$ cat src/rtl/core/awbd_fifo.sv
// ----------------------------------------------------------------------------
// awbd_fifo
// Short register queue that decouples the accumulate front from the divider.
// ----------------------------------------------------------------------------
module awbd_fifo #(
	parameter int WIDTH = 8,
	parameter int DEPTH = 2
) (
	input  logic             clk,
	input  logic             arst_n,
	input  logic             push,
	input  logic [WIDTH-1:0] din,
	output logic             full,
	input  logic             pop,
	output logic [WIDTH-1:0] dout,
	output logic             empty
);
	localparam int AW = (DEPTH > 1) ? $clog2(DEPTH) : 1;
	localparam int CNTW = $clog2(DEPTH + 1);

	logic [WIDTH-1:0] slot_q [DEPTH];
	logic [AW-1:0]    wr_ptr_q;
	logic [AW-1:0]    rd_ptr_q;
	logic [CNTW-1:0]  count_q;
	logic             do_push;
	logic             do_pop;

	assign full    = (count_q == CNTW'(DEPTH));
	assign empty   = (count_q == '0);
	assign do_push = push && !full;
	assign do_pop  = pop && !empty;
	assign dout    = slot_q[rd_ptr_q];

	always_ff @(posedge clk) begin
		if (do_push) begin
			slot_q[wr_ptr_q] <= din;
		end
	end

	always_ff @(posedge clk or negedge arst_n) begin
		if (!arst_n) begin
			wr_ptr_q <= '0;
			rd_ptr_q <= '0;
			count_q  <= '0;
		end else begin
			if (do_push) begin
				wr_ptr_q <= (32'(wr_ptr_q) == DEPTH - 1) ? '0 : wr_ptr_q + 1'b1;
			end
			if (do_pop) begin
				rd_ptr_q <= (32'(rd_ptr_q) == DEPTH - 1) ? '0 : rd_ptr_q + 1'b1;
			end
			if (do_push && !do_pop) begin
				count_q <= count_q + 1'b1;
			end else if (do_pop && !do_push) begin
				count_q <= count_q - 1'b1;
			end
		end
	end

endmodule

$ cat config.mk
export PLATFORM = sky130hd
export DESIGN_NAME = awbd_fifo
export DESIGN_NICKNAME = d
export VERILOG_FILES = /design/src/rtl/core/awbd_fifo.sv
export SDC_FILE = /design/constraint.sdc
export NUM_CORES = 1
export LEC_CHECK = 0
export ABC_AREA = 1
export BUFFER_PORTS_ARGS = -buffer_cell sky130_fd_sc_hd__buf_2
export CAP_MARGIN = 10
export CORE_UTILIZATION = 40
export CTS_BUF_LIST = sky130_fd_sc_hd__clkbuf_8
export DETAILED_ROUTE_END_ITERATION = 10
export HOLD_SLACK_MARGIN = 0.02
export PLACE_DENSITY = 0.66
export SETUP_SLACK_MARGIN = 0.1
export SLEW_MARGIN = 25
export SYNTH_ARGS = -nofsm -noshare
export SYNTH_HDL_FRONTEND = slang
export SYNTH_SLANG_ARGS = --single-unit
export TNS_END_PERCENT = 1
$ cat constraint.sdc
create_clock -name clk -period 1.8 [get_ports clk]
set_clock_uncertainty 0.1 [all_clocks]
set_input_delay 0.09 -clock clk [delete_from_list [all_inputs] [get_ports clk]]
set_output_delay 0.09 -clock clk [all_outputs]
set_load 0.1 [all_outputs]
# --- Word-level counts from Yosys, hierarchy flattened ---
# Memory sizes are Yosys's and may differ from the RTL's.
# Index checks and enable logic that the tools add are counted.
# Widths: inputs -> output; s select.
op_classes:
  addsub: 4
  eq_ne: 1
  muxes: 6
  n_reduce_logical: 10
ops:
  columns: ["cell", "n"]
  rows:
  - ["$logic_and 1x1->1", 4]
  - ["$logic_not 1->1", 4]
  - ["$mux 1", 4]
  - ["$mux 2", 2]
  - ["$add 1x1->1 const B", 2]
  - ["$add 2x1->2 const B", 1]
  - ["$eq 2x2->1 const B", 1]
  - ["$logic_not 2->1", 1]
  - ["$reduce_bool 2->1", 1]
  - ["$sub 2x1->2 const B", 1]
totals:
  reg_bits: 4
  ram_bits: 16
  in_bits: 12
  out_inout_bits: 10
  memories: 1
memory_table:
  columns: ["memory", "words", "width", "rd", "rd_clocked_by_memory_dff", "write_ports", "line", "rtl"]
  rows:
  - ["slot_q", 2, 8, 1, 0, 1, "21", "logic [WIDTH-1:0] slot_q [DEPTH];"]

# --- Depth between registers and ports, before layout ---
# Gate-level depths: netlist of the first run.
logic_depth:
  word_depth: 7
  ltp_mapped: 9
  ltp_nobuf: 9

# --- Least setup slack after synthesis of the first run ---
# Ideal clock, no wire load.
synth_path:
  path_type: "reg-to-reg"
  start: "reg count_q[0]"
  end: "reg rd_ptr_q"
  setup_ps: 119
  arrival_ps: 1981
  t_required_ps: 1581
  path_slack_ps: -400
  path_stages_with_launch: 4
  n_path_buf: 0
  synth_period_minus_slack_ps: 2200
  path_cell_list: "dfrtp_1 > nor2_1 > nand3b_1 > nand2_1"
synth_between:
  elab_chain_len: 3
synth_lines:
  columns: ["element", "line", "rtl"]
  rows:
  - ["start, declared", "24", "logic [CNTW-1:0] count_q;"]
  - ["start signal, assigned", "53", "count_q <= count_q + 1'b1;"]
  - ["start signal, assigned", "55", "count_q <= count_q - 1'b1;"]
  - ["$logic_not 2->1", "29", "assign empty = (count_q == '0);"]
  - ["named net empty", "16", "output logic empty"]
  - ["$logic_not 1->1", "31", "assign do_pop = pop && !empty;"]
  - ["$logic_and 1x1->1", "31", null]
  - ["end signal, assigned", "50", "rd_ptr_q <= (32'(rd_ptr_q) == DEPTH - 1) ? '0 : rd_ptr_q + 1'b1;"]
  - ["end, declared", "23", "logic [AW-1:0] rd_ptr_q;"]
# The timed path passes the listed nets, and every way through them passes these cells.
# A chain may end at the register's enable or synchronous reset.

# --- Worst setup path in the final report of the first run ---
layout_path:
  start: "reg rd_ptr_q"
  end: "out dout[7]"
layout_between:
  elab_chain_len: 1
layout_lines:
  columns: ["element", "line", "rtl"]
  rows:
  - ["$mem_v2 2x8", null, null]
  - ["end, declared", "15", "output logic [WIDTH-1:0] dout,"]
# Every way passes these cells.

==> impl_metrics.tcl, run 1 <==
set metrics [dict create \
    run_status "finished, final reports clean" \
    finalCoreUtilization 0.6194 \
    critical_path.reg2reg.startpoint "count_q[0]" \
    postPlaceCellArea_um2 955.9 \
    yosys.area.top_type_share 0.5935 \
    synth.yosys.seq_area_share 0.7172 \
    dr.pass1.iters 3 \
    layout.cell_area.non_filler_um2 1116 \
    grtUsageTotal 0.1499 \
    worst_r2r_path_depth 6 \
    detail_route.wl_per_cell_um 11.28 \
    layout-area-overhead-vs-synth_pct 37.87 \
    worstSetupEndpointType "output port" \
    dr.first_iter.drc_count 4 \
    route.antenna.remaining_nets 0 \
    core_area_um2 1802 \
    ios 22 \
    timing.critical_path.mode_cell "nand2_1" \
    wire_length_of_the_first_global_routing_pass_um 2152 \
    clock_tree_from_tritoncts "built" \
    placement.io_buffers 21 \
    synthDistinctLibCells 14 \
    ys.warnings.count 0 \
    detail_route.drc_violations 0 \
    die_h_um 46.99 \
    timing.hold.worst.class "in2async" \
    mappedNetlistNets 86 \
    worst-endpoint-arrival_ns 1.53 \
    totalWireLength_um 1500 \
    die_area_um2 2208 \
    critical_path.top_delay_family "buffers and inverters" \
    syn-cell-area_um2 809.5 \
    cpMaxStageDelayCell "dfrtp_1" \
    vias 600 \
    worst_path_largest_cell_delay_ns 0.52 \
    cts_buffers 3 \
    die_w_um 46.99 \
    cts_setup_buffers 0 \
    finalSetupTns_ns 0 \
    crit_required_ns 1.61 \
    reg2reg_to "count_q[1]" \
    worst-r2r-setup-slack_ns 0.22 \
    setup_viol 0 \
    antenna_violations_before_repair 0 \
    critical_path_peak_fanout 10 \
    clkSlewWorstSetupHoldPaths_ns 0.07 \
    grt_pass1_vias 530 \
    netlist_instances 73 \
    relative_slew_slack 0.6757 \
    place_congestion 0.6754 \
    rsz0062_at_grt "true" \
    synth_area_per_cell_um2 11.09 \
    clock_tree.root_cell "clkbuf_8" \
    cap_viol_max_count 0 \
    final_nets 122 \
    clock_latency_ns 0.25 \
    initial_utilization 0.4493 \
    synth-seq-cells 20 \
    post_route_cells_drive_above_1_share 0.2685 \
    synth.top_cells.by_area "edfxtp_1 59%, nand2_1 15%, dfrtp_1 12%, inv_1 3.2%, ha_1 1.5%" \
    grt_start_max_net_pins 12 \
    detailed_place_hpwl_um 942.3 \
    synth_top_cell_by_area "edfxtp_1" \
    max_freq_ghz 0.5819 \
    routed_via_density 4.511 \
    clock_path_buffers 2 \
    clock_sinks 20 \
    worstPathCellList "inv_2 -> nand2_1 -> nand2_1 -> buf_2" \
    post-route-min-period_ns 1.718 \
    finalHoldWorstSlack_ns 0.06007 \
    row_count 15 \
    num_antenna_cells 0 \
    crit_buf_inv 2 \
    final.period_utilization 0.9546 \
    global_route.overflow_total 0 \
    cp-start-kind "flop" \
    timing.final.hold_violations 0 \
    slew_violations 0 \
    cts_max_level 1 \
    worstMarginPinSlew_ns 0.4899 \
    worstSetupPathType "reg2out" \
]
metrics by stage:
stage | instances | worst slack [ns]
3_3_place_gp | 119 | 0.2768
3_5_place_dp | 119 | 0.2346
2_1_floorplan | 73 | -0.002345
4_1_cts | 133 | 0.05461
5_1_grt | 133 | 0.01099
6_report | 133 | 0.08164
cell families after synthesis:
logic type / after synthesis / share of synthesized area
buffers and inverters: 9 / 0.04327
and+or+nand+nor: 40 / 0.2009
AOI/OAI and AO/OA: 2 / 0.01237
xor gates and xnor gates: 1 / 0.01082
adders and majority gates: 1 / 0.01545
DFF: 20 / 0.7172
synth_stat cells (all sizes together):
master	n
nor2	4
inv	8
dfrtp	4
xnor2	1
nand4	1
nand3	1
o21ai	2
ha	1
nand3b	1
buf	1
nand2	33
edfxtp	16
flip-flops by register name, summed over array words and instances (netlist names):
name and cells:
count_q 2, wr_ptr_q 1, slot_q 16, rd_ptr_q 1
timing repair:
action | in CTS | in global routing
gates resized for setup | 1 | 5
setup endpoints to repair | 8 | 7
hold endpoints to repair | 21 | 0
hold buffers | 10 | 0
cloned | 0 | 0
cell type report:
class	count	area [um2]
clock inverters	1	3.754
flip-flops and latches	20	580.6
clock buffers	3	41.29
multi-input cells	44	201.4
repair buffers	32	227.7
inverters	8	30.03
fillers	159	685.7
well taps	25	31.28
per-layer routing:
layer	part of all wire	up-vias	GRT usage
met5	0	-	0
met4	0.0060	0	0.08571
met3	0.028	2	0.02308
met2	0.51	15	0.2611
met1	0.45	277	0.1754
li1	-	306	-
worst reg2reg max path: cells and delay by family, from the launching register on:
family / cells / cell delay [ns]
fa+ha+maj: 1 / 0.32
buf+inv: 1 / 0.08
simple gates: 3 / 0.19
flops: 1 / 0.48
compound gates: 1 / 0.31
worst max-delay path by stage:
stage                          start          to  slack, ns  cells past startpoint
after floorplan           count_q[1]  count_q[1]     -0.002                      8
final                       rd_ptr_q     dout[7]       0.08                      4
after detailed placement  count_q[0]  count_q[1]       0.23                      6
after global routing        rd_ptr_q     dout[1]       0.01                      4
after CTS                   rd_ptr_q     dout[2]       0.05                      4
after global placement    count_q[0]  count_q[1]       0.28                      6
cells in the final DEF (no fill, tap or decap):
cell type and count:
ha_1 1, nand4_1 1, inv_2 1, buf_2 15, inv_1 7, edfxtp_1 16, buf_4 2, clkinv_1 1
nand3_1 1, nand3b_1 1, o21ai_0 2, nor2_1 1, nand2_1 33, nor2_2 2, clkbuf_8 3, xnor2_1 1
nor2_4 1, dfrtp_1 4, dlygate4sd3_1 10, clkbuf_4 5
Power of run 1 is not shown: default switching activity piles up to over one toggle a cycle in this logic, so the estimate is an artifact.
==> run 2, diff against run 1 <==
--- a/config.mk
+++ b/config.mk
@@ -6,13 +6,15 @@
 export NUM_CORES = 1
 export LEC_CHECK = 0
 export ABC_AREA = 1
+export ABC_CLOCK_PERIOD_IN_PS = 1400
 export BUFFER_PORTS_ARGS = -buffer_cell sky130_fd_sc_hd__buf_2
 export CAP_MARGIN = 10
 export CORE_UTILIZATION = 40
 export CTS_BUF_LIST = sky130_fd_sc_hd__clkbuf_8
 export DETAILED_ROUTE_END_ITERATION = 10
 export HOLD_SLACK_MARGIN = 0.02
-export PLACE_DENSITY = 0.66
+export PLACE_DENSITY = 0.68
+export REMOVE_ABC_BUFFERS = 1
 export SETUP_SLACK_MARGIN = 0.1
 export SLEW_MARGIN = 25
 export SYNTH_ARGS = -nofsm -noshare
==> constraint.sdc (replaced) <==
create_clock -name clk -period 1.4 [get_ports clk]
set_clock_uncertainty 0.1 [all_clocks]
set_input_delay 0.07 -clock clk [delete_from_list [all_inputs] [get_ports clk]]
set_output_delay 0.07 -clock clk [all_outputs]
set_load 0.1 [all_outputs]
==> run 2 against run 1 <==
- final area increased by 26%
- wire length increased by 23%
- cell count increased by 6.0%
- die area unchanged
- register-to-register slack got worse by 0.22 ns
- first-iteration DRC count increased to 2.5 times the previous value
- sequential share of layout area decreased by 10 points
- utilization increased by 16 points
- flip-flop and latch count unchanged
==> impl_metrics.tcl, run 2 (synthesis results as in run 1) <==
set metrics [dict create \
    grt_pass1_vias 671 \
    met2WireLength_um 1051 \
    post_route_cells_drive_above_1_share 0.5172 \
    routed_via_density 4.660 \
    layout_common_cells "20 x nand2_1, 16 x edfxtp_1, 13 x nand2_2, 11 x buf_2" \
    worstSetupPathType "reg2reg" \
    setup_viol 0 \
    max_freq_ghz 0.7149 \
    postPlaceCellArea_um2 1136 \
    multi_input_area_um2 265.3 \
    run_status "finished, final reports clean" \
    worstMarginPinSlew_ns 0.2657 \
    antenna_violations_before_repair 0 \
    timing.hold.worst.class "in2async" \
    relative_slew_slack 0.8210 \
    finalSetupTns_ns 0 \
    ios 22 \
    cts_max_level 1 \
    worstPathCellList "o21ai_2 -> ha_4 -> inv_2 -> nand3_2 -> nand2_1 -> nand2_1" \
    largest_registers "slot_q (16), count_q (2)" \
    largest_reg_flops 16 \
    dr.first_iter.drc_count 10 \
    wire_length_of_the_first_global_routing_pass_um 2746 \
    layout-area-overhead-vs-synth_pct 73.26 \
    mostFrequentLayoutCell "nand2_1" \
    crit_required_ns 1.44 \
    final_nets 130 \
    crit_buf_inv 1 \
    detail_route.drc_violations 0 \
    critical_path_peak_fanout 4 \
    grtUsageTotal 0.1934 \
    totalWireLength_um 1839 \
    detailed_place_hpwl_um 1122 \
    num_antenna_cells 0 \
    core_area_um2 1802 \
    place_congestion 0.8201 \
    metal3_wl_um 63 \
    clock_path_buffers 2 \
    critical_path.top_delay_family "flip-flops" \
    timing.critical_path.mode_cell "nand2_1" \
    final.period_utilization 0.9991 \
    worst-endpoint-arrival_ns 1.44 \
    clock_tree_from_tritoncts "built" \
    timing.final.hold_violations 0 \
    die_area_um2 2208 \
    rsz0062_at_grt "true" \
    post-route-min-period_ns 1.399 \
    detail_route.wl_per_cell_um 13.04 \
    grt_start_max_net_pins 12 \
    route.antenna.remaining_nets 0 \
    register_area_um2 584.3 \
    slew_violations 0 \
    clkSlewWorstSetupHoldPaths_ns 0.06 \
    global_route.overflow_total 0 \
    worst_path_largest_cell_delay_ns 0.44 \
    cts_buffers 3 \
    dr.pass1.iters 4 \
    placement.io_buffers 21 \
    clock_sinks 20 \
    die_w_um 46.99 \
    vias 657 \
    row_count 15 \
    cap_viol_max_count 0 \
    largest_register "slot_q" \
    clock_latency_ns 0.25 \
    worst-r2r-setup-slack_ns 0.001 \
    worst_r2r_path_depth 6 \
    cpMaxStageDelayCell "dfrtp_2" \
    reg2reg_to "count_q[1]" \
    layout.cell_area.non_filler_um2 1403 \
    initial_utilization 0.4493 \
    route.top_layer_used "met4" \
    worstSetupEndpointType "flop" \
    fill_cell_instance_count_of_the_final_layout 126 \
    met1_length_um 696 \
    clock_tree.root_cell "clkbuf_8" \
    critical_path.reg2reg.startpoint "count_q[1]" \
    cp-start-kind "flop" \
    die_h_um 46.99 \
]
[run 2: cell types whose count changed in the layout (fill, tap and decap cells not counted), sizes merged]
cell | previous run | this run
clkbuf | 8 | 3
buf | 17 | 30
[run 2: layout make-up]
class                      instances  share of cell area
inverter                           8             0.02498
clock buffer                       3             0.02944
clock inverter                     1            0.002676
timing repair buffer              40              0.3149
tap                               25             0.02230
multi-input combinational         44              0.1891
sequential                        20              0.4166
[run 2: what timing repair did]
action                                 4_1_cts  5_1_grt
hold buffers                                10        0
setup endpoints to repair                   28       28
gates resized for setup                     30        6
endpoints found under the hold margin       21        0
pin swaps                                   14        5
buffers inserted                             4        0
[run 2: worst max path at each step]
stage	to	slack [ns]	startpoint	depth (start not counted)
floorplan	rd_ptr_q	-0.80	count_q[0]	3
global placement	count_q[1]	0.05	count_q[1]	8
detailed placement	count_q[1]	-0.08	count_q[1]	6
CTS	count_q[1]	-0.007	count_q[1]	8
global route	count_q[1]	-0.03	count_q[1]	6
finish	count_q[1]	0.001	count_q[1]	6
[run 2: worst register-to-register path, cell delays in order, from the launching register on]
cell and delay (ns):
dfrtp_2 0.44, o21ai_2 0.25, ha_4 0.26, inv_2 0.07, nand3_2 0.06, nand2_1 0.06, nand2_1 0.05
[run 2: per-layer routing]
layer / track usage / vias up
met3: 0.04231 / 4
met4: 0.1086 / 0
met1: 0.2120 / 311
li1: - / 322
met2: 0.3444 / 20
met5: 0 / -
[run 2: stage by stage]
step	util	cells	setup slack, ns	hold WS (ns)
2_1_floorplan	-	72	-0.8003	-0.3256
3_3_place_gp	0.6306	124	0.05051	-0.2201
3_5_place_dp	0.6306	124	-0.08432	-0.2189
4_1_cts	0.7736	141	-0.006653	0.04836
5_1_grt	0.7785	141	-0.02553	0.05410
6_report	0.7785	141	0.001300	0.04758
Power of run 2 is left out for the same reason.
