===== config.mk =====
export PLATFORM = sky130hd
export DESIGN_NAME = awbd_back
export DESIGN_NICKNAME = d
export VERILOG_FILES = /design/src/rtl/core/awbd_pkg.sv /design/src/rtl/core/awbd_back.sv
export SDC_FILE = /design/constraint.sdc
export NUM_CORES = 2
export LEC_CHECK = 0
export BUFFER_PORTS_ARGS = -buffer_cell sky130_fd_sc_hd__buf_2
export CAP_MARGIN = 20
export CORE_UTILIZATION = 40
export DETAILED_ROUTE_END_ITERATION = 7
export PLACE_DENSITY = 0.61
export SLEW_MARGIN = 40
export SYNTH_ARGS = -nofsm -noshare
export SYNTH_HDL_FRONTEND = slang
export SYNTH_SLANG_ARGS = --single-unit

===== constraint.sdc =====
create_clock -name clk -period 7.3 [get_ports clk]
set_input_delay 1.095 -clock clk [delete_from_list [all_inputs] [get_ports clk]]
set_output_delay 1.095 -clock clk [all_outputs]
set_load 0.1 [all_outputs]

===== src/rtl/core/awbd_pkg.sv =====
// ----------------------------------------------------------------------------
// awbd_pkg
// Shared constants and types of the alpha-weighted box downscaler.
// ----------------------------------------------------------------------------
package awbd_pkg;

	localparam int PIX_W      = 8;
	localparam int COORD_W    = 8;
	localparam int CFG_DIM_W  = 11;
	localparam int CFG_SIDE_W = 9;
	localparam int CFG_DATA_W = 11;
	localparam int CFG_IDX_W  = 2;

	localparam logic [CFG_IDX_W-1:0] REG_WIDTH    = 2'd0;
	localparam logic [CFG_IDX_W-1:0] REG_HEIGHT   = 2'd1;
	localparam logic [CFG_IDX_W-1:0] REG_MAX_SIDE = 2'd2;

	localparam logic [CFG_DIM_W-1:0]  RST_WIDTH    = 11'd64;
	localparam logic [CFG_DIM_W-1:0]  RST_HEIGHT   = 11'd64;
	localparam logic [CFG_SIDE_W-1:0] RST_MAX_SIDE = 9'd32;

	typedef struct packed {
		logic [PIX_W-1:0]   red;
		logic [PIX_W-1:0]   green;
		logic [PIX_W-1:0]   blue;
		logic [PIX_W-1:0]   alpha;
		logic [COORD_W-1:0] x;
		logic [COORD_W-1:0] y;
		logic               last;
	} pix_out_t;

endpackage


===== src/rtl/core/awbd_back.sv =====
// ----------------------------------------------------------------------------
// awbd_back
// Four radix-4 restoring divider lanes and the result output register.
// ----------------------------------------------------------------------------
module awbd_back #(
	parameter int MSS = 1024,
	localparam int SW     = $clog2(MSS + 1),
	localparam int CSUM_W = 2 * awbd_pkg::PIX_W + 2 * $clog2(MSS),
	localparam int ASUM_W = awbd_pkg::PIX_W + 2 * $clog2(MSS),
	localparam int AREA_W = 2 * SW,
	localparam int ITEM_W = 3 * CSUM_W + ASUM_W + AREA_W + 2 * awbd_pkg::COORD_W + 1
) (
	input  logic               clk,
	input  logic               arst_n,
	input  logic               q_empty,
	input  logic [ITEM_W-1:0]  q_item,
	output logic               q_pop,
	output awbd_pkg::pix_out_t res,
	output logic               empty,
	input  logic               pop
);
	import awbd_pkg::*;

	localparam int NW  = CSUM_W + 2;
	localparam int DW  = ((ASUM_W > AREA_W) ? ASUM_W : AREA_W) + 1;
	localparam int DSW = DW + 7;
	localparam int RW  = (NW > DSW + 1) ? NW : DSW + 1;
	localparam int LANES = 4;

	localparam logic [1:0] B_IDLE = 2'd0;
	localparam logic [1:0] B_DIV  = 2'd1;
	localparam logic [1:0] B_DONE = 2'd2;

	typedef struct packed {
		logic [CSUM_W-1:0]  red;
		logic [CSUM_W-1:0]  green;
		logic [CSUM_W-1:0]  blue;
		logic [ASUM_W-1:0]  alpha;
		logic [AREA_W-1:0]  area;
		logic [COORD_W-1:0] x;
		logic [COORD_W-1:0] y;
		logic               last;
	} bin_t;

	bin_t item;
	logic [1:0] state_q;
	logic [1:0] step_q;
	logic [RW-1:0]    rem_q [LANES];
	logic [DSW-1:0]   dsh_q [LANES];
	logic [PIX_W-1:0] quo_q [LANES];
	logic [RW-1:0]    rem_n [LANES];
	logic [1:0]       qb_n  [LANES];
	logic [NW-1:0]    num   [LANES];
	logic [DW-1:0]    den   [LANES];
	logic [COORD_W-1:0] x_q, y_q;
	logic last_q, zero_q;
	pix_out_t out_q;
	logic out_valid_q;
	logic load_out;

	assign item  = q_item;
	assign q_pop = (state_q == B_IDLE) && !q_empty;

	always_comb begin
		num[0] = {item.red, 1'b0}   + NW'(item.alpha);
		num[1] = {item.green, 1'b0} + NW'(item.alpha);
		num[2] = {item.blue, 1'b0}  + NW'(item.alpha);
		num[3] = NW'({item.alpha, 1'b0}) + NW'(item.area);
		den[0] = DW'({item.alpha, 1'b0});
		den[1] = DW'({item.alpha, 1'b0});
		den[2] = DW'({item.alpha, 1'b0});
		den[3] = DW'({item.area, 1'b0});
	end

	// two quotient bits per lane per cycle
	always_comb begin
		logic [RW-1:0] rem_a;
		for (int i = 0; i < LANES; i++) begin
			rem_a = rem_q[i];
			qb_n[i] = 2'b00;
			if (rem_a >= RW'({dsh_q[i], 1'b0})) begin
				rem_a = rem_a - RW'({dsh_q[i], 1'b0});
				qb_n[i][1] = 1'b1;
			end
			if (rem_a >= RW'(dsh_q[i])) begin
				rem_a = rem_a - RW'(dsh_q[i]);
				qb_n[i][0] = 1'b1;
			end
			rem_n[i] = rem_a;
		end
	end

	assign load_out = (state_q == B_DONE) && (!out_valid_q || pop);

	always_ff @(posedge clk) begin
		unique case (state_q)
			B_IDLE: begin
				if (!q_empty) begin
					for (int i = 0; i < LANES; i++) begin
						rem_q[i] <= RW'(num[i]);
						dsh_q[i] <= DSW'(den[i]) << 6;
						quo_q[i] <= '0;
					end
					x_q    <= item.x;
					y_q    <= item.y;
					last_q <= item.last;
					zero_q <= (item.alpha == '0);
				end
			end
			B_DIV: begin
				for (int i = 0; i < LANES; i++) begin
					rem_q[i] <= rem_n[i];
					dsh_q[i] <= dsh_q[i] >> 2;
					quo_q[i] <= {quo_q[i][PIX_W-3:0], qb_n[i]};
				end
			end
			default: begin
			end
		endcase
		if (load_out) begin
			// no alpha in the bin: color reads as black
			out_q.red   <= zero_q ? '0 : quo_q[0];
			out_q.green <= zero_q ? '0 : quo_q[1];
			out_q.blue  <= zero_q ? '0 : quo_q[2];
			out_q.alpha <= quo_q[3];
			out_q.x     <= x_q;
			out_q.y     <= y_q;
			out_q.last  <= last_q;
		end
	end

	always_ff @(posedge clk or negedge arst_n) begin
		if (!arst_n) begin
			state_q     <= B_IDLE;
			step_q      <= '0;
			out_valid_q <= 1'b0;
		end else begin
			if (load_out) begin
				out_valid_q <= 1'b1;
			end else if (pop && out_valid_q) begin
				out_valid_q <= 1'b0;
			end
			unique case (state_q)
				B_IDLE: begin
					if (!q_empty) begin
						state_q <= B_DIV;
						step_q  <= '0;
					end
				end
				B_DIV: begin
					step_q <= step_q + 1'b1;
					if (step_q == 2'd3) begin
						state_q <= B_DONE;
					end
				end
				B_DONE: begin
					if (load_out) begin
						state_q <= B_IDLE;
					end
				end
				default: begin
					state_q <= B_IDLE;
				end
			endcase
		end
	end

	assign res   = out_q;
	assign empty = !out_valid_q;

endmodule

* Word level (Yosys, flattened, before mapping)
Memory sizes are Yosys's and may differ from the RTL's.
Index checks and enable logic that the tools add are counted.
W data, S select, Z words.
** Cells by class
- Multiplexer cells :: 41
- Order comparisons :: 8
- Bitwise gates (word level) :: 13
- Reductions and logical operators :: 13
- Add/sub/neg operators :: 13
- Equal/unequal tests :: 6
** Operators with widths (count)
- $mux W38 :: 12
- $ge A38 B36 Y1 :: 4
- $ge A38 B37 Y1 :: 4
- $sub A38 B36 Y38 :: 4
- $sub A38 B37 Y38 :: 4
- $mux W35 :: 4
- $add A37 B28 Y38 :: 3
- $mux W8 :: 4
- $add A29 B22 Y30 :: 1
- $logic_not A28 Y1 :: 1
- $mux W1 :: 15
- $or A1 B1 Y1 :: 12
- $mux W2 :: 4
- $ne A2 B2 Y1 const B :: 3
- $pmux W2 S3 :: 1
- $eq A2 B2 Y1 const B :: 2
- $pmux W2 S2 :: 1
- $reduce_and A2 Y1 :: 2
- $reduce_bool A2 Y1 :: 2
- $logic_and A1 B1 Y1 :: 3
- $reduce_and A3 Y1 :: 1
- $add A2 B1 Y2 const B :: 1
- $eq A2 B1 Y1 const B :: 1
- $logic_not A1 Y1 :: 2
- other kinds (3) :: 3
** Storage, ports and cells
- Bits of input ports :: 179
- Bits in registers :: 72
- Word-level logic and storage cells :: 111
- RAM bits :: 324
- Output and inout port bits :: 51
- Memories kept :: 3
** Memory list
- rem_q :: depth 4, width 38, rd ports 4, clocked after memory_dff 0, wr ports 4, line awbd_back.sv:48 : logic [RW-1:0] rem_q [LANES];
- dsh_q :: depth 4, width 35, rd ports 4, clocked after memory_dff 0, wr ports 4, line awbd_back.sv:49 : logic [DSW-1:0] dsh_q [LANES];
- quo_q :: depth 4, width 8, rd ports 4, clocked after memory_dff 0, wr ports 4, line awbd_back.sv:50 : logic [PIX_W-1:0] quo_q [LANES];

* Longest topological paths before layout
An unclocked memory read counts as a cell.
- Depth after elaboration :: 6
- Depth in mapped cells :: 28
- Gate-level depth less buffers :: 25

* Worst setup path before layout
Ideal clock, no wire load.
- Path type :: input port to flip-flop
- Start point :: in q_empty
- End point :: mem dsh_q[0][0] in the netlist's numbering (enable)
- Stages :: 3
- Data arrival time :: 6727 ps
- Library setup time :: 613 ps
- Setup slack :: -40 ps
- Cells stage by stage :: or3_1 -> clkbuf_1 -> nand2_1
** RTL lines
- from (decl) :: line awbd_back.sv:15 : input logic q_empty,
- to (decl) :: line awbd_back.sv:49

==> results.md <==
GRT:
- Entering global routing, the biggest net connects 190 pins.
- The number of global-route vias before repair came to between 30000 and 40000.
- The initial antenna violation count is 5.
- Across every metal layer, demand over resource in global routing totals 27.17%.
- The global-route wire length before repair is roughly 190000 µm.
- The global route total overflow is 0.

Layout:
- The share of post-route cells with drive strength above 1 is between 10% and 20%.
- The utilization after layout is between 40% and 50%.
- The final instance count without filler cells is roughly 5500.
- The layout-stage area growth over the synthesis result is 12.24%.
- The number of fill cells is between 8000 and 9000.
- In the final design database the tool counted 4912 nets.

Drt:
- In the routed layout, each cell is associated on average with a via count of 5.942.
- Summed over all layers, the routed wires come to ~120000 µm.
- After detailed routing, the number of remaining DRC violations is 0.
- The length of the first detailed-routing pass in iterations is 6.
- In the final routed layout, each cell accounts on average for between 20 and 25 µm.
- After the first detailed-routing iteration, the DRC count stood at approximately 2800.
- The final route contains 32830 vias.
- The count of nets left with antenna violations once routing finished came out at 0.

Floorplanning:
- The floorplan step defined a die boundary enclosing between 80000 and 90000 µm².
- In this run the horizontal extent of the chip is 297.1 µm.
- The total area inside the core boundary comes to 85680 µm².
- From bottom edge to top edge, the die measures 297.1 µm.
- 230 I/O pins were placed.
- The standard-cell row count is approximately 110.
- For this configuration, the core starts out at a cell density of between 40% and 50%.

STA:
- Clock skew on the completed layout was measured at approximately 46 ps.
- The relative slew slack is between 40 and 50%.
- The number of pins exceeding their max-slew limit in the final report was 0.
- The number of setup violations in the final report is 0.
- Derived from the worst setup path, the maximum achievable clock frequency is between 0.1 and 0.15 GHz.
- The total negative setup slack is 0 ps.
- For the pin with the worst max-slew slack, the measured transition is roughly 840 ps.
- The worst path in the final design needs a cycle of around 6900 ps, including I/O delays and setup.
- Setup repair after global routing left no endpoint under its margin.
- Dividing the final minimum period by the clock period gives between 90% and 100%.
- The count of final hold-check violations came to 0.

Placement:
- The placed wire-length estimate after detailed placement is approximately 96000 µm.
- The number of input and output port buffers inserted is 229.
- At the end of routability-driven placement, the weighted congestion stood at a little under 1.
- After detailed placement, the design holds a cell count of around 5400.

Synth:
- a21oi_1 is the most common cell in the netlist.
- The average footprint of a synthesized cell is 8.405 µm².
- By area the synthesized netlist is led by edfxtp_1 (27%), ha_1 (13%), a21oi_1 (5.7%), xnor2_1 (5.0%), o21ai_0 (5.0%).
- After Yosys synthesis, and, or, nand and nor cells account for between 15 and 20% of the synthesized area.
- For this run, the number of Yosys warnings is 0.
- The synthesized design contains between 300 and 400 enable-type register cells.
- The biggest area consumer among synthesized cells is edfxtp_1.
- The synthesized netlist occupies a cell area of 34840 µm².
- The multiplexer share of the synthesized area is under 10%.
- The post-synthesis share of cell area spent on full adders, half adders and majority gates is around 14%.
- Of all flip-flops after synthesis, the portion carrying an async set or reset was around 1.6%.
- Summing the sequential cell areas from Yosys gives 27.45% of the chip area.
- Ranked by instance count, the synthesized netlist is headed by a21oi_1 (399), nand2_1 (393), ha_1 (371).
- Synthesis handed over a netlist of about 4100 instances.
- The synthesized net count is around 4700.
- The xor/xnor share of the synthesized area is roughly 8.6%.
- In this run the biggest area consumer among cell types represents a little over a quarter of the synthesized area.
- Among all flip-flop cells after synthesis, the most frequent one is edfxtp_1.
- The compound-cell area share of the yosys netlist is between 20% and 30%.
- The dominant combinational cell family by area after synthesis is compound AO/OA/AOI/OAI gates.
- After synthesis the netlist holds a flip-flop and latch count of 320.
- After synthesis, the netlist uses between 90 and 100 different library cells.

CTS:
- The TritonCTS buffer count is 42.
- The clock tree synthesis step divided the H-tree into 2 levels.
- The maximum root-to-sink buffer count is 3.
- After clock tree synthesis, the clock-pin slew on the worst setup and hold paths is 60 ps.
- The clock tree from TritonCTS is built.
- The count of buffers added by post-CTS timing repair for setup is 0.
- The quantity of hold-fixing buffers added after cts is 0.
- The cell sitting at the root of the clock tree is a clkbuf_16.
- The clock latency reported for the late side of the worst-skew pair is between 600 and 700 ps.
- The sink count of the clock tree is 320.

Critical path:
- The required time reported for the critical path endpoint is around 7600 ps.
- The launch instance of the worst register-to-register path is dsh_q[0][5]$_DFFE_PP_.
- The setup slack of the most critical reg-to-reg path is 440 ps.
- STA classifies the critical path endpoint as a flop.
- The sort of element at the start of the critical path is a flop.
- The cell depth of the worst flop-to-flop path is 24.
- At the worst endpoint, the arrival time is a little over 7000 ps.
- The endpoint identified for the worst register-to-register timing path is rem_q[0][13]$_DFFE_PP_.
- The delay of the slowest critical-path stage is around 530 ps.
- The critical path's most frequent cell is a21oi_1.
- Of all nets on the critical path, the largest fanout is 40.
- The cell type of the slowest stage on the worst timing path is o41ai_4.
- The worst setup path category is flop to flop.
- The critical path goes through inv_1 > ha_1 > o21a_1 > a21oi_1 > a21oi_1 > a221o_1 > a221oi_2 > buf_4 > o41ai_4 > a21oi_1 > inv_1 > fa_1 > nand2b_1 > a211oi_1 > o31a_1 > o21ai_0 > o31a_1 > nor2_1 > o211a_1 > or3_1 > nor4_2 > buf_12 > nand2b_1 > o21ai_0.

Outcome:
- The flow ran to the end, and the final reports show no timing, DRC or antenna violations.

Min path:
- In this run the worst hold path is classified as input port to asynchronous set/reset pin.

Run:
- The number of max-cap violations is 0.
[sequential cells by signal (all words and copies together), names as in the netlist]
name,count
dsh_q,64
last_q,1
out_valid_q,1
quo_q,32
rem_q,152
res,49
state_q,2
step_q,2
x_q,8
y_q,8
zero_q,1
[metal layers]
layer  routed length [µm]  GRT usage [%]  vias to the layer above
li1                     -              -                    15870
met1                56660          38.03                    15660
met2                55000          42.88                     1128
met3                 8831          3.995                      168
met4                 4008          8.468                        4
met5                   26              0                        -
[cell families after synthesis]
kind of cell	count (synthesis)
compound gates	1351
simple gates	1300
fa+ha+maj	383
xor+xnor	341
flops	320
buf+inv	318
mux	132
[cell usage in the layout (no fill, tap or decap), types with 73 or more instances in the layout]
cell type and count:
a21oi_1 399, nand2_1 392, ha_1 371, o21ai_0 345
edfxtp_1 313, nor2_1 295, buf_2 229, xnor2_1 200
inv_1 174, a21o_1 142, xor2_1 141, mux2i_1 117
nand3_1 113, nor3_1 74, nor2b_1 73
[how the worst max path moves through the flow]
stage / start / cells past startpoint / endpoint / slack (ps)
floorplan: dsh_q[0][1]$_DFFE_PP_ / 25 / rem_q[2][32]$_DFFE_PP_ / 800
global placement: dsh_q[0][1]$_DFFE_PP_ / 22 / rem_q[2][35]$_DFFE_PP_ / 570
detailed placement: dsh_q[0][1]$_DFFE_PP_ / 23 / rem_q[2][2]$_DFFE_PP_ / 470
CTS: dsh_q[0][1]$_DFFE_PP_ / 22 / rem_q[2][35]$_DFFE_PP_ / 420
global route: dsh_q[0][18]$_DFFE_PP_ / 24 / rem_q[0][13]$_DFFE_PP_ / 10
finish: dsh_q[0][5]$_DFFE_PP_ / 24 / rem_q[0][13]$_DFFE_PP_ / 440
[area by class of cell]
class | count | area [µm²] | share of cell area, %
multi-input cells | 3507 | 24130 | 61.71
flip-flops and latches | 320 | 9564 | 24.46
repair buffers | 303 | 1862 | 4.761
well taps | 1144 | 1431 | 3.661
clock buffers | 47 | 1091 | 2.790
inverters | 176 | 660.6 | 1.689
clock inverters | 27 | 359.1 | 0.9183
diodes | 1 | 2.502 | 0.006400
[worst max-delay path: cells and delay by family (launching register included)]
family / cells / cell delay [ps]
adders and majority gates: 2 / 620
AOI/OAI and AO/OA: 13 / 3260
DFF: 1 / 350
buffers and inverters: 4 / 1030
and+or+nand+nor: 5 / 1260
[repair_timing]
action                     CTS  global route
setup endpoints to repair    0            41
gates resized for setup      0             4
hold endpoints to repair     0             0
[through the flow]
stage | worst slack, ps | area [µm²] | hold slack [ps]
finish | 439.4 | 39100 | 306.7
global route | 12.15 | 39100 | 295.6
CTS | 417.0 | 39070 | 280.1
detailed placement | 474.2 | 37620 | 404.5
global placement | 569.9 | 37570 | 400.4
floorplan | 804.3 | 34840 | 400.3
Power is left out: the tool's default activity adds up to more than one toggle a clock period on the data nets, which glitch-free logic cannot reach.
